File: config.mk
export PLATFORM = sky130hd
export DESIGN_NAME = lexical_token_recognizer_core
export DESIGN_NICKNAME = d
export VERILOG_FILES = /design/src/rtl/ltr_pkg.sv /design/src/rtl/ltr_classify.sv /design/src/rtl/ltr_step.sv /design/src/rtl/lexical_token_recognizer_core.sv
export SDC_FILE = /design/constraint.sdc
export NUM_CORES = 1
export LEC_CHECK = 0
export BUFFER_PORTS_ARGS = -buffer_cell sky130_fd_sc_hd__buf_2
export CORE_MARGIN = 1.5
export CORE_UTILIZATION = 38
export CTS_CLUSTER_DIAMETER = 80
export DETAILED_ROUTE_END_ITERATION = 10
export PLACE_DENSITY_LB_ADDON = 0.25
export SLEW_MARGIN = 30
export SYNTH_ARGS = -nofsm -noshare
export SYNTH_HDL_FRONTEND = slang
export SYNTH_HIERARCHICAL = 1
export SYNTH_SLANG_ARGS = --single-unit
export TNS_END_PERCENT = 20
File: constraint.sdc
create_clock -name aclk -period 8.75 [get_ports aclk]
set_input_delay 1.3125 -clock aclk [delete_from_list [all_inputs] [get_ports aclk]]
set_output_delay 1.3125 -clock aclk [all_outputs]
set_load 0.05 [all_outputs]
File: src/rtl/ltr_pkg.sv
// shared types and constants for the lexical token recognizer
package ltr_pkg;

    localparam int unsigned KindWidth  = 3;
    localparam int unsigned StateWidth = 3;
    localparam int unsigned CharWidth  = 8;
    localparam int unsigned PosWidth   = 2;

    localparam logic [KindWidth-1:0] KIND_IDENT  = 3'd0;
    localparam logic [KindWidth-1:0] KIND_INT    = 3'd1;
    localparam logic [KindWidth-1:0] KIND_FLOAT  = 3'd2;
    localparam logic [KindWidth-1:0] KIND_CHAR   = 3'd3;
    localparam logic [KindWidth-1:0] KIND_STRING = 3'd4;

    localparam logic [StateWidth-1:0] ST_Q0 = 3'd0;
    localparam logic [StateWidth-1:0] ST_Q1 = 3'd1;
    localparam logic [StateWidth-1:0] ST_Q2 = 3'd2;
    localparam logic [StateWidth-1:0] ST_Q3 = 3'd3;
    localparam logic [StateWidth-1:0] ST_Q4 = 3'd4;

    localparam logic [PosWidth-1:0] POS_FIRST  = 2'd0;
    localparam logic [PosWidth-1:0] POS_SECOND = 2'd1;
    localparam logic [PosWidth-1:0] POS_LATER  = 2'd2;

    localparam logic [CharWidth-1:0] CH_ZERO  = 8'h30;
    localparam logic [CharWidth-1:0] CH_PLUS  = 8'h2B;
    localparam logic [CharWidth-1:0] CH_MINUS = 8'h2D;

    typedef enum logic [3:0] {
        CL_OTHER,
        CL_LETTER,
        CL_DIGIT,
        CL_ZERO,
        CL_UNDER,
        CL_SPACE,
        CL_DOT,
        CL_SEMI,
        CL_BANG,
        CL_SQUOTE,
        CL_DQUOTE,
        CL_PLUS,
        CL_MINUS
    } char_class_t;

    typedef struct packed {
        logic [StateWidth-1:0] state;
        logic                  rejected;
        logic                  accepted;
    } step_result_t;

endpackage

File: src/rtl/ltr_classify.sv
// maps a raw byte to its character class, with the integer leading-zero rule
module ltr_classify (
    input  logic [ltr_pkg::CharWidth-1:0] char_code,
    input  logic [ltr_pkg::KindWidth-1:0] token_kind,
    input  logic [ltr_pkg::PosWidth-1:0]  char_position,
    input  logic                          leading_sign_seen,
    output ltr_pkg::char_class_t          char_class
);
    import ltr_pkg::*;

    char_class_t base_class;
    logic        zero_slot;

    always_comb begin
        base_class = CL_OTHER;
        if (char_code inside {[8'h61:8'h7A], [8'h41:8'h5A]}) begin
            base_class = CL_LETTER;
        end else if (char_code inside {[8'h30:8'h39]}) begin
            base_class = CL_DIGIT;
        end else begin
            case (char_code)
                8'h5F:    base_class = CL_UNDER;
                8'h20:    base_class = CL_SPACE;
                8'h2E:    base_class = CL_DOT;
                8'h3B:    base_class = CL_SEMI;
                8'h21:    base_class = CL_BANG;
                8'h27:    base_class = CL_SQUOTE;
                8'h22:    base_class = CL_DQUOTE;
                CH_PLUS:  base_class = CL_PLUS;
                CH_MINUS: base_class = CL_MINUS;
                default:  base_class = CL_OTHER;
            endcase
        end
    end

    // a leading '0', or one right after a leading sign, is its own class in integer mode
    assign zero_slot = (char_position == POS_FIRST) ||
                       ((char_position == POS_SECOND) && leading_sign_seen);

    assign char_class = ((token_kind == KIND_INT) && (char_code == CH_ZERO) && zero_slot)
                        ? CL_ZERO : base_class;

endmodule

File: src/rtl/ltr_step.sv
// transition logic of the five automata and the final-state check
module ltr_step (
    input  logic [ltr_pkg::KindWidth-1:0]  token_kind,
    input  logic [ltr_pkg::StateWidth-1:0] state,
    input  logic                           rejected,
    input  ltr_pkg::char_class_t           char_class,
    output ltr_pkg::step_result_t          result
);
    import ltr_pkg::*;

    logic [StateWidth-1:0] ns;
    logic                  ok;
    logic                  final_hit;
    logic [StateWidth-1:0] state_next;
    logic                  rejected_next;

    always_comb begin
        ns = ST_Q0;
        ok = 1'b0;
        case (token_kind)
            KIND_IDENT: begin
                if (state == ST_Q0 && char_class == CL_BANG) begin
                    ns = ST_Q1; ok = 1'b1;
                end else if (state == ST_Q1 && char_class == CL_LETTER) begin
                    ns = ST_Q2; ok = 1'b1;
                end else if (state == ST_Q2 &&
                             char_class inside {CL_LETTER, CL_DIGIT, CL_UNDER}) begin
                    ns = ST_Q2; ok = 1'b1;
                end
            end
            KIND_INT: begin
                if (state == ST_Q0 && char_class == CL_ZERO) begin
                    ns = ST_Q3; ok = 1'b1;
                end else if (state == ST_Q0 && char_class inside {CL_PLUS, CL_MINUS}) begin
                    ns = ST_Q1; ok = 1'b1;
                end else if ((state == ST_Q0 || state == ST_Q1) && char_class == CL_DIGIT) begin
                    ns = ST_Q2; ok = 1'b1;
                end else if (state == ST_Q2 && char_class inside {CL_DIGIT, CL_ZERO}) begin
                    ns = ST_Q2; ok = 1'b1;
                end
            end
            KIND_FLOAT: begin
                if (state == ST_Q0 && char_class inside {CL_PLUS, CL_MINUS}) begin
                    ns = ST_Q1; ok = 1'b1;
                end else if (state <= ST_Q2 && char_class == CL_DIGIT) begin
                    ns = ST_Q2; ok = 1'b1;
                end else if (state == ST_Q2 && char_class == CL_DOT) begin
                    ns = ST_Q3; ok = 1'b1;
                end else if ((state == ST_Q3 || state == ST_Q4) && char_class == CL_DIGIT) begin
                    ns = ST_Q4; ok = 1'b1;
                end
            end
            KIND_CHAR: begin
                if (state == ST_Q0 && char_class == CL_SQUOTE) begin
                    ns = ST_Q1; ok = 1'b1;
                end else if (state == ST_Q1 &&
                             char_class inside {CL_LETTER, CL_DIGIT, CL_UNDER}) begin
                    ns = ST_Q2; ok = 1'b1;
                end else if (state == ST_Q2 && char_class == CL_SQUOTE) begin
                    ns = ST_Q3; ok = 1'b1;
                end
            end
            KIND_STRING: begin
                if (state == ST_Q0 && char_class == CL_DQUOTE) begin
                    ns = ST_Q1; ok = 1'b1;
                end else if ((state == ST_Q1 || state == ST_Q2) && char_class == CL_DQUOTE) begin
                    ns = ST_Q3; ok = 1'b1;
                end else if ((state == ST_Q1 || state == ST_Q2) &&
                             char_class inside {CL_LETTER, CL_DIGIT, CL_UNDER, CL_SPACE,
                                                CL_DOT, CL_SEMI, CL_BANG}) begin
                    ns = ST_Q2; ok = 1'b1;
                end
            end
            default: begin
                ns = ST_Q0;
                ok = 1'b0;
            end
        endcase
    end

    // a dead string keeps its state and ignores further characters
    assign state_next    = (!rejected && ok) ? ns : state;
    assign rejected_next = rejected || !ok;

    always_comb begin
        case (token_kind)
            KIND_IDENT:  final_hit = (state_next == ST_Q2);
            KIND_INT:    final_hit = (state_next == ST_Q2) || (state_next == ST_Q3);
            KIND_FLOAT:  final_hit = (state_next == ST_Q4);
            KIND_CHAR:   final_hit = (state_next == ST_Q3);
            KIND_STRING: final_hit = (state_next == ST_Q3);
            default:     final_hit = 1'b0;
        endcase
    end

    assign result.state    = state_next;
    assign result.rejected = rejected_next;
    assign result.accepted = !rejected_next && final_hit;

endmodule

File: src/rtl/lexical_token_recognizer_core.sv
// Lexical token recognizer: checks a character stream against one of five token kinds.
//
// The input stream carries one character per beat: s_tdata is the raw byte and
// s_tlast marks the final character of a string. The kind is set through
// cfg_we / cfg_wdata (0 identifier, 1 integer, 2 float, 3 char constant, 4 string
// constant; other codes reject everything); the user sets the kind only while the block
// is idle, which the block itself does not enforce. Only the last beat of a string
// produces a master-side result beat, accept flag in m_tdata bit 0, in the cycle after it.
// One character per clock while s_tready is high: classification and the automaton
// step sit between the per-string state registers and the result register.
// The result register is the only buffer, so s_tready drops only while a
// result is held and m_tready is low; every beat, last or not, then waits.
// Reset clears the kind to identifier, the string state and the result valid.
// After each last beat the string state returns to its start values.
module lexical_token_recognizer_core (
    input  logic                          aclk,
    input  logic                          aresetn,
    input  logic                          cfg_we,
    input  logic [ltr_pkg::KindWidth-1:0] cfg_wdata,   // token_kind
    input  logic                          s_tvalid,
    output logic                          s_tready,
    input  logic [ltr_pkg::CharWidth-1:0] s_tdata,     // [7:0] char_code
    input  logic                          s_tlast,     // last_char
    output logic                          m_tvalid,
    input  logic                          m_tready,
    output logic [7:0]                    m_tdata      // [0] accepted, [7:1] zero
);
    import ltr_pkg::*;

    logic [KindWidth-1:0]  token_kind_reg;
    logic [StateWidth-1:0] state_reg;
    logic                  rejected_reg;
    logic [PosWidth-1:0]   pos_reg;
    logic                  sign_reg;
    logic                  m_valid_reg;
    logic                  accepted_reg;

    char_class_t  char_class;
    step_result_t step;
    logic         s_fire;
    logic         is_sign;

    assign s_tready = !m_valid_reg || m_tready;
    assign s_fire   = s_tvalid && s_tready;
    assign is_sign  = (s_tdata == CH_PLUS) || (s_tdata == CH_MINUS);

    ltr_classify u_classify (
        .char_code         (s_tdata),
        .token_kind        (token_kind_reg),
        .char_position     (pos_reg),
        .leading_sign_seen (sign_reg),
        .char_class        (char_class)
    );

    ltr_step u_step (
        .token_kind (token_kind_reg),
        .state      (state_reg),
        .rejected   (rejected_reg),
        .char_class (char_class),
        .result     (step)
    );

    always_ff @(posedge aclk) begin
        if (!aresetn) begin
            token_kind_reg <= KIND_IDENT;
            state_reg      <= ST_Q0;
            rejected_reg   <= 1'b0;
            pos_reg        <= POS_FIRST;
            sign_reg       <= 1'b0;
            m_valid_reg    <= 1'b0;
        end else begin
            if (cfg_we) begin
                token_kind_reg <= cfg_wdata;
            end
            if (s_fire && s_tlast) begin
                m_valid_reg <= 1'b1;
            end else if (m_tready) begin
                m_valid_reg <= 1'b0;
            end
            if (s_fire) begin
                if (s_tlast) begin
                    state_reg    <= ST_Q0;
                    rejected_reg <= 1'b0;
                    pos_reg      <= POS_FIRST;
                    sign_reg     <= 1'b0;
                end else begin
                    state_reg    <= step.state;
                    rejected_reg <= step.rejected;
                    if (pos_reg == POS_FIRST) begin
                        sign_reg <= is_sign;
                    end
                    if (pos_reg != POS_LATER) begin
                        pos_reg <= pos_reg + 2'd1;
                    end
                end
            end
        end
    end

    always_ff @(posedge aclk) begin
        if (s_fire && s_tlast) begin
            accepted_reg <= step.accepted;
        end
    end

    assign m_tvalid = m_valid_reg;
    assign m_tdata  = {7'd0, accepted_reg};

    a_result_follows_last: assert property (@(posedge aclk) disable iff (!aresetn)
        s_fire && s_tlast |=> m_valid_reg)
        else $error("no result after last beat");

    a_string_cleared: assert property (@(posedge aclk) disable iff (!aresetn)
        s_fire && s_tlast |=> (state_reg == ST_Q0) && !rejected_reg && (pos_reg == POS_FIRST))
        else $error("string state not cleared after last beat");

    a_pos_saturates: assert property (@(posedge aclk) disable iff (!aresetn)
        pos_reg != 2'd3)
        else $error("character position beyond saturation");

    a_no_accept_past_stall: assert property (@(posedge aclk) disable iff (!aresetn)
        m_valid_reg && !m_tready |-> !s_tready)
        else $error("beat accepted while result stalled");

endmodule
==> results.tsv <==
metric	value	unit
status	complete, no violations	
rows	22	
dr_wl_met3	168	um
drt_pass1_iterations	4	
cts_resized	0	
startpoint_type	input pin	
critical_path.slowest_cell	or4_4	
synth.avg_cell_area	7.70	um^2
grt_start_max_net_pins	18	
numCtsBuffers	3	
synth_edf_count	1	
yosysTopAreaCellShare	0.143	
antenna_found_initial	0	
p_leak	0.000562	uW
path_class	in2reg	
remaining_drc_errors	0	
area_growth	4.87	%
cp_slowest_stage_delay	560	ps
hold_path.class	reg2reg	
end_kind	flop	
yosys_warnings	6	
die_w	66.7	um
ant_nets	0	
port_buffers	19	
core_area	3770	um^2
yosys.area.top_type	dfxtp_1	
async_flop_share	0	
skew	4.49	ps
seq_area_frac_synth	0.162	
ctsHoldBuffers	0	
max_freq	218	MHz
ys_top_cells_by_count	14 x nand2_1, 11 x dfxtp_1, 11 x nor2_1	
antenna_cells	0	
setup_tns	0	ps
ir_worst_vdd	67.2	uV
htreeDepth	1	
setup_viol	0	
cts_buffer_depth	2	
slew_violations	0	
cts-root-buf	clkbuf_8	
grt.total_usage	0.165	
period_minus_slack	4580	ps
cts_tree	yes	
gp_congestion	0.876	
gr-total-overflow	0	
layout.nets	226	
critical-path-top-delay-family	compound AO/OA/AOI/OAI gates	
syn_inst	200	
cp.arrival	4570	ps
tightestPinTransition	577	ps
grt_pass1_vias	1264	
path_max_fanout	17	
cts_sinks	12	
dr_wl_met2	1.54	mm
whs	469	ps
drt_iter0_drc	78	
yosysMostFrequentCell	nand2_1	
clock_insertion_delay_worst_skew	240	ps
yosysUniqueCellTypes	63	
critical_path.cell_chain	buf_2 -> or4_4 -> nor2_4 -> nor4b_1 -> a211o_1 -> nor4bb_1 -> o2111a_1 -> nor3_1 -> o2111ai_1 -> o31ai_2 -> mux2_4 -> o31a_1	
required	8750	ps
cts.reportedPaths.clkPinSlew	50	ps
cap_violations	0	
dp_hpwl	2.43	mm
met1_length	1.69	mm
synth_area_leaders	dfxtp_1 14%, buf_4 4.9%, nor4b_1 4.0%	
syn_area	1540	um^2
wl_per_cell	13.4	um
rsz0062_at_grt	no	
slew_headroom	0.615	
synth-main-ff-cell	dfxtp_1	
dr.max_layer_used	met3	
die_h	66.7	um
crit_buf_inv	1	
die-area	4440	um^2
initial_utilization	0.408	
grt_pass1_wl	5.84	mm
routed_wl	3.40	mm
p_per_area	97.0	nW/um^2
num_vias	1457	
via_per_inst	5.74	
hold_violations	0	
synth_seq_cells	12	
post_cts_buffers	0	
period_share	0.523	
drive_gt1_frac	0.184	
pin_count	27	
-- cell type report --
| class | instances | area (um^2) |
|---|---|---|
| fillers | 389 | 2160 |
| clock buffers | 4 | 45.0 |
| well taps | 48 | 60.1 |
| repair buffers | 21 | 110 |
| multi-input cells | 161 | 1110 |
| flip-flops and latches | 12 | 250 |
| inverters | 8 | 35.0 |
-- worst register-to-register path, stage by stage (launching register included) --
cell	delay [ps]
dfxtp_1	440
nor4b_1	340
o21ai_0	170
a211oi_1	260
a211o_1	450
nand4bb_1	230
and4b_1	210
nor3_1	190
o2111ai_1	180
o31ai_2	410
mux2_4	350
o31a_1	290
-- cell families (layout without fill, tap and decap cells) --
family,after synthesis,count (layout),share of synthesized area
fa+ha+maj,2,2,0.0162
xor+xnor,6,6,0.0341
flops,12,12,0.162
mux,6,6,0.0422
buf+inv,33,33,0.132
simple gates,92,92,0.388
other cells,1,7,0.00243
compound gates,48,48,0.222
-- placed cells by master, fill, tap and decap left out, types with 2 or more instances in the layout --
master	count
buf_2	19
nand2_1	14
nor2_1	11
dfxtp_1	11
o21ai_0	9
inv_1	7
nor2b_1	7
nor4b_1	7
conb_1	7
nand2b_1	7
a21oi_1	7
nor3_1	7
nand4b_1	5
a21boi_0	5
mux2i_1	5
o31ai_1	4
nand3_1	4
xnor2_1	4
nor4_1	4
clkbuf_8	3
or4b_1	3
nand3b_1	3
nand4_1	2
xor2_1	2
and4b_1	2
o211ai_1	2
ha_1	2
a31oi_1	2
or3b_2	2
o311ai_0	2
or2_2	2
nor4bb_1	2
buf_4	2
-- routing by layer --
layer  vias to the layer above  GRT usage
li1                        745          -
met1                       670      0.235
met2                        42      0.264
met3                         0     0.0355
met4                         0     0.0153
met5                         -          0
-- final timing paths --
check                                  startpoint           end  slack [ps]  cells past startpoint
worst max-delay path                   s_tdata[0]  accepted_reg        4170                     12
worst min-delay path                     sign_reg      sign_reg         470                      2
worst max register to register  token_kind_reg[2]  accepted_reg        4990                     11
worst min register to register           sign_reg      sign_reg         470                      2
-- report_power, final --
part           internal (uW)  switching, uW
Sequential              57.4           3.08
Clock                   32.1           20.6
Combinational           15.4           28.1
-- stage by stage --
stage                     utilization  worst slack, ps  std cells  instance area (um^2)  power (uW)
after CTS                       0.427             3860        254                  1610         157
after global routing            0.428             3940        254                  1620         164
after global placement          0.415             3720        250                  1560         105
after detailed placement        0.415             3610        250                  1560         105
after floorplan                     -             4380        206                  1560        98.9
final                           0.428             4170        254                  1620         157
Note: power is estimated with default switching activity, not from simulation.
